## src/iedc_pkg.sv

```systemverilog
// Shared types and codes for the infix digit expression evaluator.
`default_nettype none

package iedc_pkg;

    localparam logic [1:0] ST_OK     = 2'd0;
    localparam logic [1:0] ST_DIV0   = 2'd1;
    localparam logic [1:0] ST_SYNTAX = 2'd2;

    localparam logic [1:0] MUL_NONE = 2'd0;
    localparam logic [1:0] MUL_MUL  = 2'd1;
    localparam logic [1:0] MUL_DIV  = 2'd2;

    localparam logic ADD_PLUS  = 1'b0;
    localparam logic ADD_MINUS = 1'b1;

    localparam logic [2:0] KIND_SKIP  = 3'd0;
    localparam logic [2:0] KIND_DIGIT = 3'd1;
    localparam logic [2:0] KIND_MUL   = 3'd2;
    localparam logic [2:0] KIND_ADD   = 3'd3;
    localparam logic [2:0] KIND_BAD   = 3'd4;

    localparam logic [7:0] CH_PLUS  = 8'h2B;
    localparam logic [7:0] CH_MINUS = 8'h2D;
    localparam logic [7:0] CH_STAR  = 8'h2A;
    localparam logic [7:0] CH_SLASH = 8'h2F;
    localparam logic [7:0] CH_SPACE = 8'h20;
    localparam logic [7:0] CH_ZERO  = 8'h30;
    localparam logic [7:0] CH_NINE  = 8'h39;

    typedef struct packed {
        logic       is_last;
        logic [2:0] kind;
        logic [3:0] arg;
    } token_t;

endpackage

`default_nettype wire

```

## src/infix_digit_expression_evaluator_core.sv

```systemverilog
// Top level of the infix digit expression evaluator.
`default_nettype none

// Characters enter through a push/full queue port and are classified at once;
// inner spaces are dropped there and every other character is queued in a
// QUEUE_DEPTH-entry token queue. The execution unit takes one token a cycle
// while idle, a last one only with the output register free. A digit after
// '/' runs a bit-serial restoring divider (load, 32 shift-subtract steps,
// finish) that sets the worst-case rate. The result of the character marked
// last is held in a one-entry output register read through empty/pop; value
// is 0 whenever status reports divide by zero (1) or syntax error (2).
module infix_digit_expression_evaluator_core
#(
    parameter int QUEUE_DEPTH = 4
)
(
    input  wire logic               clk,
    input  wire logic               rst_n,
    input  wire logic               push,
    output logic                    full,
    input  wire logic [7:0]         char_code,
    input  wire logic               is_last,
    output logic                    empty,
    input  wire logic               pop,
    output logic signed [31:0]      value,
    output logic [1:0]              status
);
    import iedc_pkg::*;

    token_t in_tok;
    token_t q_tok;
    logic   in_push;
    logic   q_full;
    logic   q_valid;
    logic   q_pop;

    iedc_front u_front
    (
        .push      (push),
        .full      (full),
        .char_code (char_code),
        .is_last   (is_last),
        .tok_push  (in_push),
        .tok       (in_tok),
        .q_full    (q_full)
    );

    iedc_fifo #(.DEPTH(QUEUE_DEPTH)) u_fifo
    (
        .clk     (clk),
        .rst_n   (rst_n),
        .wr_en   (in_push),
        .wr_data (in_tok),
        .q_full  (q_full),
        .rd_en   (q_pop),
        .rd_data (q_tok),
        .q_valid (q_valid)
    );

    iedc_back u_back
    (
        .clk       (clk),
        .rst_n     (rst_n),
        .tok       (q_tok),
        .tok_valid (q_valid),
        .tok_pop   (q_pop),
        .empty     (empty),
        .pop       (pop),
        .value     (value),
        .status    (status)
    );

endmodule

`default_nettype wire

```

## src/iedc_front.sv

```systemverilog
// Front end: accepts characters, classifies them and drops inner spaces.
`default_nettype none

module iedc_front
(
    input  wire logic            push,
    output logic                 full,
    input  wire logic [7:0]      char_code,
    input  wire logic            is_last,
    output logic                 tok_push,
    output iedc_pkg::token_t     tok,
    input  wire logic            q_full
);
    import iedc_pkg::*;

    logic [3:0] digit_off;

    assign digit_off = 4'(char_code - CH_ZERO);
    assign full      = q_full;

    always_comb
    begin
        tok.is_last = is_last;
        tok.arg     = 4'd0;
        if (char_code == CH_SPACE)
        begin
            tok.kind = KIND_SKIP;
        end
        else if (char_code >= CH_ZERO && char_code <= CH_NINE)
        begin
            tok.kind = KIND_DIGIT;
            tok.arg  = digit_off;
        end
        else if (char_code == CH_STAR || char_code == CH_SLASH)
        begin
            tok.kind = KIND_MUL;
            tok.arg  = {2'b00, (char_code == CH_STAR) ? MUL_MUL : MUL_DIV};
        end
        else if (char_code == CH_PLUS || char_code == CH_MINUS)
        begin
            tok.kind = KIND_ADD;
            tok.arg  = {3'b000, (char_code == CH_MINUS) ? ADD_MINUS : ADD_PLUS};
        end
        else
        begin
            tok.kind = KIND_BAD;
        end
    end

    assign tok_push = push && !q_full && (tok.kind != KIND_SKIP || is_last);

endmodule

`default_nettype wire

```

## src/iedc_fifo.sv

```systemverilog
// Short token queue between the front end and the execution unit.
`default_nettype none

module iedc_fifo
#(
    parameter int DEPTH = 4
)
(
    input  wire logic             clk,
    input  wire logic             rst_n,
    input  wire logic             wr_en,
    input  wire iedc_pkg::token_t wr_data,
    output logic                  q_full,
    input  wire logic             rd_en,
    output iedc_pkg::token_t      rd_data,
    output logic                  q_valid
);
    import iedc_pkg::*;

    localparam int AW = (DEPTH > 1) ? $clog2(DEPTH) : 1;
    localparam int CW = $clog2(DEPTH + 1);
    localparam logic [AW-1:0] LAST_IDX = AW'(DEPTH - 1);
    localparam logic [CW-1:0] FULL_CNT = CW'(DEPTH);

    token_t        mem [DEPTH];
    logic [AW-1:0] wr_ptr_reg;
    logic [AW-1:0] rd_ptr_reg;
    logic [CW-1:0] count_reg;
    logic          do_wr;
    logic          do_rd;

    assign q_full  = (count_reg == FULL_CNT);
    assign q_valid = (count_reg != '0);
    assign do_wr   = wr_en && !q_full;
    assign do_rd   = rd_en && q_valid;
    assign rd_data = mem[rd_ptr_reg];

    always_ff @(posedge clk)
    begin
        if (do_wr)
        begin
            mem[wr_ptr_reg] <= wr_data;
        end
    end

    always_ff @(posedge clk or negedge rst_n)
    begin
        if (!rst_n)
        begin
            wr_ptr_reg <= '0;
            rd_ptr_reg <= '0;
            count_reg  <= '0;
        end
        else
        begin
            if (do_wr)
            begin
                wr_ptr_reg <= (wr_ptr_reg == LAST_IDX) ? '0 : wr_ptr_reg + 1'b1;
            end
            if (do_rd)
            begin
                rd_ptr_reg <= (rd_ptr_reg == LAST_IDX) ? '0 : rd_ptr_reg + 1'b1;
            end
            if (do_wr && !do_rd)
            begin
                count_reg <= count_reg + 1'b1;
            end
            else if (do_rd && !do_wr)
            begin
                count_reg <= count_reg - 1'b1;
            end
        end
    end

endmodule

`default_nettype wire

```

## src/iedc_back.sv

```systemverilog
// Execution unit: evaluates tokens, runs the serial divider, holds the result.
`default_nettype none

module iedc_back
(
    input  wire logic             clk,
    input  wire logic             rst_n,
    input  wire iedc_pkg::token_t tok,
    input  wire logic             tok_valid,
    output logic                  tok_pop,
    output logic                  empty,
    input  wire logic             pop,
    output logic signed [31:0]    value,
    output logic [1:0]            status
);
    import iedc_pkg::*;

    localparam logic [1:0] S_IDLE = 2'd0;
    localparam logic [1:0] S_DIV  = 2'd1;
    localparam logic [1:0] S_FIN  = 2'd2;

    logic [1:0]  state_reg, state_next;
    logic [31:0] sum_reg, sum_next;
    logic [31:0] term_reg, term_next;
    logic        add_reg, add_next;
    logic [1:0]  mul_reg, mul_next;
    logic        exp_reg, exp_next;
    logic [1:0]  err_reg, err_next;
    logic        last_pend_reg, last_pend_next;
    logic        neg_reg, neg_next;
    logic [3:0]  dvs_reg, dvs_next;
    logic [31:0] q_reg, q_next;
    logic [3:0]  rem_reg, rem_next;
    logic [4:0]  cnt_reg, cnt_next;
    logic        out_valid_reg, out_valid_next;
    logic [31:0] out_value_reg, out_value_next;
    logic [1:0]  out_status_reg, out_status_next;

    logic        out_free;
    logic        take_tok;
    logic        fin_fire;
    logic        start_div;
    logic        commit;
    logic        do_close;
    logic [31:0] t_sum, t_term, fold;
    logic        t_add, t_exp;
    logic [1:0]  t_mul, t_err, c_err;
    logic [4:0]  rem_sh;
    logic        ge;

    assign out_free = !out_valid_reg || pop;
    assign take_tok = (state_reg == S_IDLE) && tok_valid && (!tok.is_last || out_free);
    assign fin_fire = (state_reg == S_FIN) && (!last_pend_reg || out_free);
    assign tok_pop  = take_tok;
    assign empty    = !out_valid_reg;
    assign value    = out_value_reg;
    assign status   = out_status_reg;
    assign rem_sh   = {rem_reg, q_reg[31]};
    assign ge       = (rem_sh >= {1'b0, dvs_reg});

    always_comb
    begin
        t_sum     = sum_reg;
        t_term    = term_reg;
        t_add     = add_reg;
        t_mul     = mul_reg;
        t_exp     = exp_reg;
        t_err     = err_reg;
        start_div = 1'b0;
        if (take_tok && err_reg == ST_OK)
        begin
            unique case (tok.kind)
                KIND_DIGIT:
                begin
                    if (exp_reg == 1'b0)
                    begin
                        t_err = ST_SYNTAX;
                    end
                    else
                    begin
                        if (mul_reg == MUL_MUL)
                        begin
                            t_term = term_reg * {28'd0, tok.arg};
                        end
                        else if (mul_reg == MUL_DIV)
                        begin
                            if (tok.arg == 4'd0)
                            begin
                                t_err  = ST_DIV0;
                                t_term = 32'd0;
                            end
                            else
                            begin
                                start_div = 1'b1;
                            end
                        end
                        else
                        begin
                            t_term = {28'd0, tok.arg};
                        end
                        t_mul = MUL_NONE;
                        t_exp = 1'b0;
                    end
                end
                KIND_MUL:
                begin
                    if (exp_reg)
                    begin
                        t_err = ST_SYNTAX;
                    end
                    else
                    begin
                        t_mul = tok.arg[1:0];
                        t_exp = 1'b1;
                    end
                end
                KIND_ADD:
                begin
                    if (exp_reg)
                    begin
                        t_err = ST_SYNTAX;
                    end
                    else
                    begin
                        t_sum  = add_reg ? sum_reg - term_reg : sum_reg + term_reg;
                        t_term = 32'd0;
                        t_add  = tok.arg[0];
                        t_mul  = MUL_NONE;
                        t_exp  = 1'b1;
                    end
                end
                KIND_BAD:
                begin
                    t_err = ST_SYNTAX;
                end
                default:
                begin
                end
            endcase
        end
        if (fin_fire)
        begin
            t_term = neg_reg ? 32'd0 - q_reg : q_reg;
        end
    end

    assign commit   = take_tok || fin_fire;
    assign do_close = (take_tok && tok.is_last && !start_div) || (fin_fire && last_pend_reg);
    assign fold     = t_add ? t_sum - t_term : t_sum + t_term;
    assign c_err    = (t_err == ST_OK && t_exp) ? ST_SYNTAX : t_err;

    always_comb
    begin
        state_next      = state_reg;
        sum_next        = sum_reg;
        term_next       = term_reg;
        add_next        = add_reg;
        mul_next        = mul_reg;
        exp_next        = exp_reg;
        err_next        = err_reg;
        last_pend_next  = last_pend_reg;
        neg_next        = neg_reg;
        dvs_next        = dvs_reg;
        q_next          = q_reg;
        rem_next        = rem_reg;
        cnt_next        = cnt_reg;
        out_valid_next  = out_valid_reg && !pop;
        out_value_next  = out_value_reg;
        out_status_next = out_status_reg;

        unique case (state_reg)
            S_IDLE:
            begin
                if (start_div)
                begin
                    state_next     = S_DIV;
                    last_pend_next = tok.is_last;
                    neg_next       = term_reg[31];
                    q_next         = term_reg[31] ? 32'd0 - term_reg : term_reg;
                    rem_next       = 4'd0;
                    cnt_next       = 5'd0;
                    dvs_next       = tok.arg;
                end
            end
            S_DIV:
            begin
                rem_next = ge ? 4'(rem_sh - {1'b0, dvs_reg}) : rem_sh[3:0];
                q_next   = {q_reg[30:0], ge};
                cnt_next = cnt_reg + 1'b1;
                if (cnt_reg == 5'd31)
                begin
                    state_next = S_FIN;
                end
            end
            S_FIN:
            begin
                if (fin_fire)
                begin
                    state_next = S_IDLE;
                end
            end
            default:
            begin
                state_next = S_IDLE;
            end
        endcase

        if (commit)
        begin
            if (do_close)
            begin
                out_valid_next  = 1'b1;
                out_status_next = c_err;
                out_value_next  = (c_err == ST_OK) ? fold : 32'd0;
                sum_next        = 32'd0;
                term_next       = 32'd0;
                add_next        = ADD_PLUS;
                mul_next        = MUL_NONE;
                exp_next        = 1'b1;
                err_next        = ST_OK;
            end
            else
            begin
                sum_next  = t_sum;
                term_next = t_term;
                add_next  = t_add;
                mul_next  = t_mul;
                exp_next  = t_exp;
                err_next  = t_err;
            end
        end
    end

    always_ff @(posedge clk)
    begin
        q_reg          <= q_next;
        rem_reg        <= rem_next;
        dvs_reg        <= dvs_next;
        neg_reg        <= neg_next;
        out_value_reg  <= out_value_next;
        out_status_reg <= out_status_next;
    end

    always_ff @(posedge clk or negedge rst_n)
    begin
        if (!rst_n)
        begin
            state_reg     <= S_IDLE;
            sum_reg       <= 32'd0;
            term_reg      <= 32'd0;
            add_reg       <= ADD_PLUS;
            mul_reg       <= MUL_NONE;
            exp_reg       <= 1'b1;
            err_reg       <= ST_OK;
            last_pend_reg <= 1'b0;
            cnt_reg       <= 5'd0;
            out_valid_reg <= 1'b0;
        end
        else
        begin
            state_reg     <= state_next;
            sum_reg       <= sum_next;
            term_reg      <= term_next;
            add_reg       <= add_next;
            mul_reg       <= mul_next;
            exp_reg       <= exp_next;
            err_reg       <= err_next;
            last_pend_reg <= last_pend_next;
            cnt_reg       <= cnt_next;
            out_valid_reg <= out_valid_next;
        end
    end

endmodule

`default_nettype wire

```

## config.mk

```make
export PLATFORM = sky130hd
export DESIGN_NAME = infix_digit_expression_evaluator_core
export DESIGN_NICKNAME = d
export VERILOG_FILES = /design/src/iedc_pkg.sv /design/src/infix_digit_expression_evaluator_core.sv /design/src/iedc_front.sv /design/src/iedc_fifo.sv /design/src/iedc_back.sv
export SDC_FILE = /design/constraint.sdc
export NUM_CORES = 1
export LEC_CHECK = 0
export BUFFER_PORTS_ARGS = -buffer_cell sky130_fd_sc_hd__buf_2
export CAP_MARGIN = 20
export CORE_ASPECT_RATIO = 0.5
export CORE_UTILIZATION = 24
export CTS_BUF_LIST = sky130_fd_sc_hd__clkbuf_8
export CTS_CLUSTER_DIAMETER = 50
export DETAILED_ROUTE_END_ITERATION = 7
export HOLD_SLACK_MARGIN = 0.05
export PLACE_DENSITY = 0.41
export SLEW_MARGIN = 25
export SYNTH_ARGS = -nofsm -noshare
export SYNTH_HDL_FRONTEND = slang
export SYNTH_SLANG_ARGS = --single-unit
```

## constraint.sdc

```tcl
create_clock -name clk -period 7.2 [get_ports clk]
set_input_delay 0.72 -clock clk [delete_from_list [all_inputs] [get_ports clk]]
set_output_delay 0.72 -clock clk [all_outputs]
set_load 0.05 [all_outputs]
```

==> run_results.csv <==
group,metric,value,unit
status,status,"finished with violations",
status,violations,"setup timing",
critical_path,crit_end,"u_back.value[31]",
finish,syn_to_final_growth,24.8,%
clock_tree,root_buffer,"clkbuf_8",
clock_tree,cts_sinks,193,
timing,relSlewSlack,31.7,%
finish,final_cells,3423,
timing,rsz0062_at_grt,"true",
synth,seq_area_frac_synth,29.5,%
clock_tree,clock_latency,570,ps
floorplanning,initial_utilization,24.6,%
finish,regArea,0.00537,mm^2
critical_path,r2r_setup_slack,-440,ps
placed_design,placed_cells,3370,
critical_path,reg2reg_depth,29,
critical_path,r2r-end,"u_back.value[31]",
critical_path,crit_path_max_fanout,8,
floorplanning,rows,70,
timing,setup_ws,-441,ps
critical_path,rr_startpoint,"u_fifo.rd_ptr_reg[0]",
detailed_routing,drt_iter0_markers,1066,
synth,syn_avg_cell_area,8.59,um^2
synth,synthCells,2121,
flow_run,drv_cap,0,
floorplanning,die_w,392,um
detailed_routing,drc,0,
critical_path,crit_family,"compound AO/OA/AOI/OAI gates",
clock_tree,path_clk_slew,100,ps
synth,ys_ff_latch,193,
detailed_routing,vias,16308,
critical_path,cp-startpoint,"u_fifo.rd_ptr_reg[0]",
clock_tree,cts_buffers,17,
placed_design,hpwl,51.1,mm
critical_path,cp.arrival,7950,ps
detailed_routing,avgViaCountPerCell,4.76,
critical_path,worst_path_most_repeated_cell,"a21o_1",
timing,finalSetupTns,-1230,ps
timing,min_period_over_period,106,%
clock_tree,cts_buffer_depth,2,
timing,clock_skew,39.9,ps
critical_path,max_stage_delay,640,ps
detailed_routing,firstDrtPassIters,7,
timing,final-hold-violation-count,0,
worst_hold_path,min_path_type,"primary input to flip-flop",
clock_tree,htreeDepth,4,
timing,hold_ws,374,ps
finish,finalNetCount,2588,
finish,multi_input_area,0.0125,mm^2
power,p_per_area,520,mW/mm^2
timing,period_needed,7640,ps
power,peakVddDrop,0.000454,V
synth,syn_area,0.0182,mm^2
timing,finalSetupViolCount,7,
critical_path,worst-path-buf-inv,4,
synth,synth_ff_type,"edfxtp_1",
finish,stdcell_area,0.0227,mm^2
critical_path,startpoint_type,"flip-flop",
global_route,track_usage,17.1,%
timing,report.final.slew_viol_count,0,
synth,ys.warnings.count,0,
finish,diodes,0,
global_route,grt_pass1_vias,16159,
detailed_routing,wire_per_inst,19.1,um
critical_path,critPathSlowestCell,"mux4_2",
placed_design,dpl-instance-area,0.0218,mm^2
critical_path,crit_cells,29,
floorplanning,core_area,0.0741,mm^2
synth,synth_enable_flop_cells,107,
placed_design,io_buffer_count,48,
floorplanning,dieHeight,197,um
clock_tree,cts_tree,"done",
timing,tightest_slew,1020,ps
placed_design,finalWeightedCongestion,0.873,
detailed_routing,drtAntennaViolNets,0,
global_route,grt_overflow,0,
critical_path,end_kind,"flip-flop",
global_route,grt_max_degree,67,
global_route,antenna_found_initial,0,
floorplanning,io-pin-count,49,
finish,drive_above_1_share,22.4,%
critical_path,required,7510,ps
synth,async_flop_share,44.6,%
timing,fmax,0.131,GHz
floorplanning,die_area,0.0771,mm^2
synth,synth_nets,2307,
synth,synthDistinctLibCells,85,
critical_path,criticalPathCategory,"flip-flop to flip-flop",
global_route,grt_pass1_wl,99.3,mm
power,p_leak,0.00970,uW
finish,fill_cells,7996,
detailed_routing,wl,65.3,mm
power by group:
group          internal, uW  leakage [uW]  switching, uW
clock                   235      0.000174            457
combinational          4460       0.00739           5120
sequential             1440       0.00213           93.7
total                  6140       0.00970           5670
cells in the mapped netlist (11+ instances only):
| cell type | n | area [um^2] |
|---|---|---|
| o21a_1 | 27 | 203 |
| dfrtp_1 | 85 | 2130 |
| nand2b_1 | 29 | 181 |
| xnor2_1 | 100 | 876 |
| or2_2 | 14 | 87.6 |
| o41ai_1 | 16 | 140 |
| a21oi_1 | 97 | 485 |
| nor2_1 | 166 | 623 |
| clkbuf_1 | 98 | 368 |
| o31ai_1 | 18 | 135 |
| a211oi_1 | 17 | 128 |
| nor3_1 | 53 | 265 |
| nor3b_1 | 12 | 90.1 |
| nand4_1 | 13 | 81.3 |
| o21ai_0 | 133 | 666 |
| nand3_1 | 29 | 145 |
| nor2b_1 | 39 | 244 |
| xor2_1 | 92 | 806 |
| inv_1 | 145 | 544 |
| o21bai_1 | 14 | 105 |
| and2_1 | 114 | 713 |
| a21o_1 | 35 | 263 |
| and3_1 | 11 | 68.8 |
| fa_1 | 61 | 1220 |
| ha_1 | 112 | 1400 |
| mux2i_1 | 12 | 120 |
| edfxtp_1 | 107 | 3210 |
| or3_1 | 22 | 138 |
| nand2_1 | 244 | 916 |
| a31oi_1 | 26 | 163 |
worst min path at each step:
| stage | from | endpoint | slack (ps) | cells past startpoint |
|---|---|---|---|---|
| after detailed placement | u_fifo.count_reg[2] | u_fifo.count_reg[2] | 490 | 1 |
| after global placement | u_fifo.count_reg[2] | u_fifo.count_reg[2] | 490 | 1 |
| after CTS | pop | u_back.out_valid_reg | 320 | 2 |
| after global routing | pop | u_back.out_valid_reg | 350 | 2 |
| after floorplan | rst_n | u_back.add_reg | 420 | 0 |
| final | pop | u_back.out_valid_reg | 370 | 2 |
cells by family after synthesis:
family	after synthesis	share of synthesized area [%]
AND/OR/NAND/NOR	792	21.7
adder cells (fa/ha/maj)	173	14.4
AO/OA/AOI/OAI	492	17.9
buffers and inverters	252	5.26
multiplexers	27	2.08
XOR/XNOR	192	9.23
flip-flops	193	29.5
layout make-up:
cell class                 count  area share [%]
clock buffer                  17            1.03
multi-input combinational   1677            55.0
inverter                     145            2.39
tap                         1008            5.55
sequential                   193            23.6
clock inverter                15           0.429
timing repair buffer         368            11.9
worst reg2reg max path: cells and delay by family (launching register included):
kind / cells / cell delay (ps)
compound gates: 11 / 2490
fa+ha+maj: 4 / 1610
simple gates: 5 / 1230
mux: 2 / 780
buf+inv: 4 / 470
flops: 1 / 440
xor+xnor: 3 / 410
metrics by stage:
step / setup slack, ps / util, % / total power [uW]
6_report: -441 / 30.7 / 11800
5_1_grt: -829 / 30.7 / 12800
4_1_cts: -434 / 30.3 / 11300
3_5_place_dp: -621 / 29.4 / 10200
3_3_place_gp: -616 / 29.4 / 10200
2_1_floorplan: -11.1 / - / 7290
metal layers:
layer  track usage (%)  up-vias  wire length, um
li1                  -     7976                -
met1              27.2     7966            36000
met2              22.9      318            24700
met3              3.58       48             3690
met4              3.57        0              833
met5                 0        -                0
what timing repair did:
| item | in CTS | in global routing |
|---|---|---|
| resized for setup | 50 | 49 |
| pin swaps | 21 | 28 |
| gates cloned | 1 | 0 |
| setup buffers | 15 | 7 |
| endpoints found under the hold margin | 24 | 0 |
| endpoints found under the setup margin | 12 | 15 |
| hold buffers | 1 | 0 |
placed cells by master, fill, tap and decap left out, types with 16 or more instances in the layout:
master	synthesis	final
inv_1	145	144
buf_4	1	310
xnor2_1	100	96
o31ai_1	18	17
a21oi_1	97	84
and2_1	114	113
ha_1	112	105
nand2b_1	29	28
buf_2	1	47
nor3_1	53	44
or3_1	22	21
a31oi_1	26	20
o21ai_0	133	122
o41ai_1	16	16
nand2_1	244	238
nor2_1	166	164
nor2b_1	39	36
nand3_1	29	27
dfrtp_1	85	84
xor2_1	92	91
a21o_1	35	35
fa_1	61	60
clkbuf_8	0	17
o21a_1	27	27
edfxtp_1	107	107
Power figures use the tool's default switching activity.
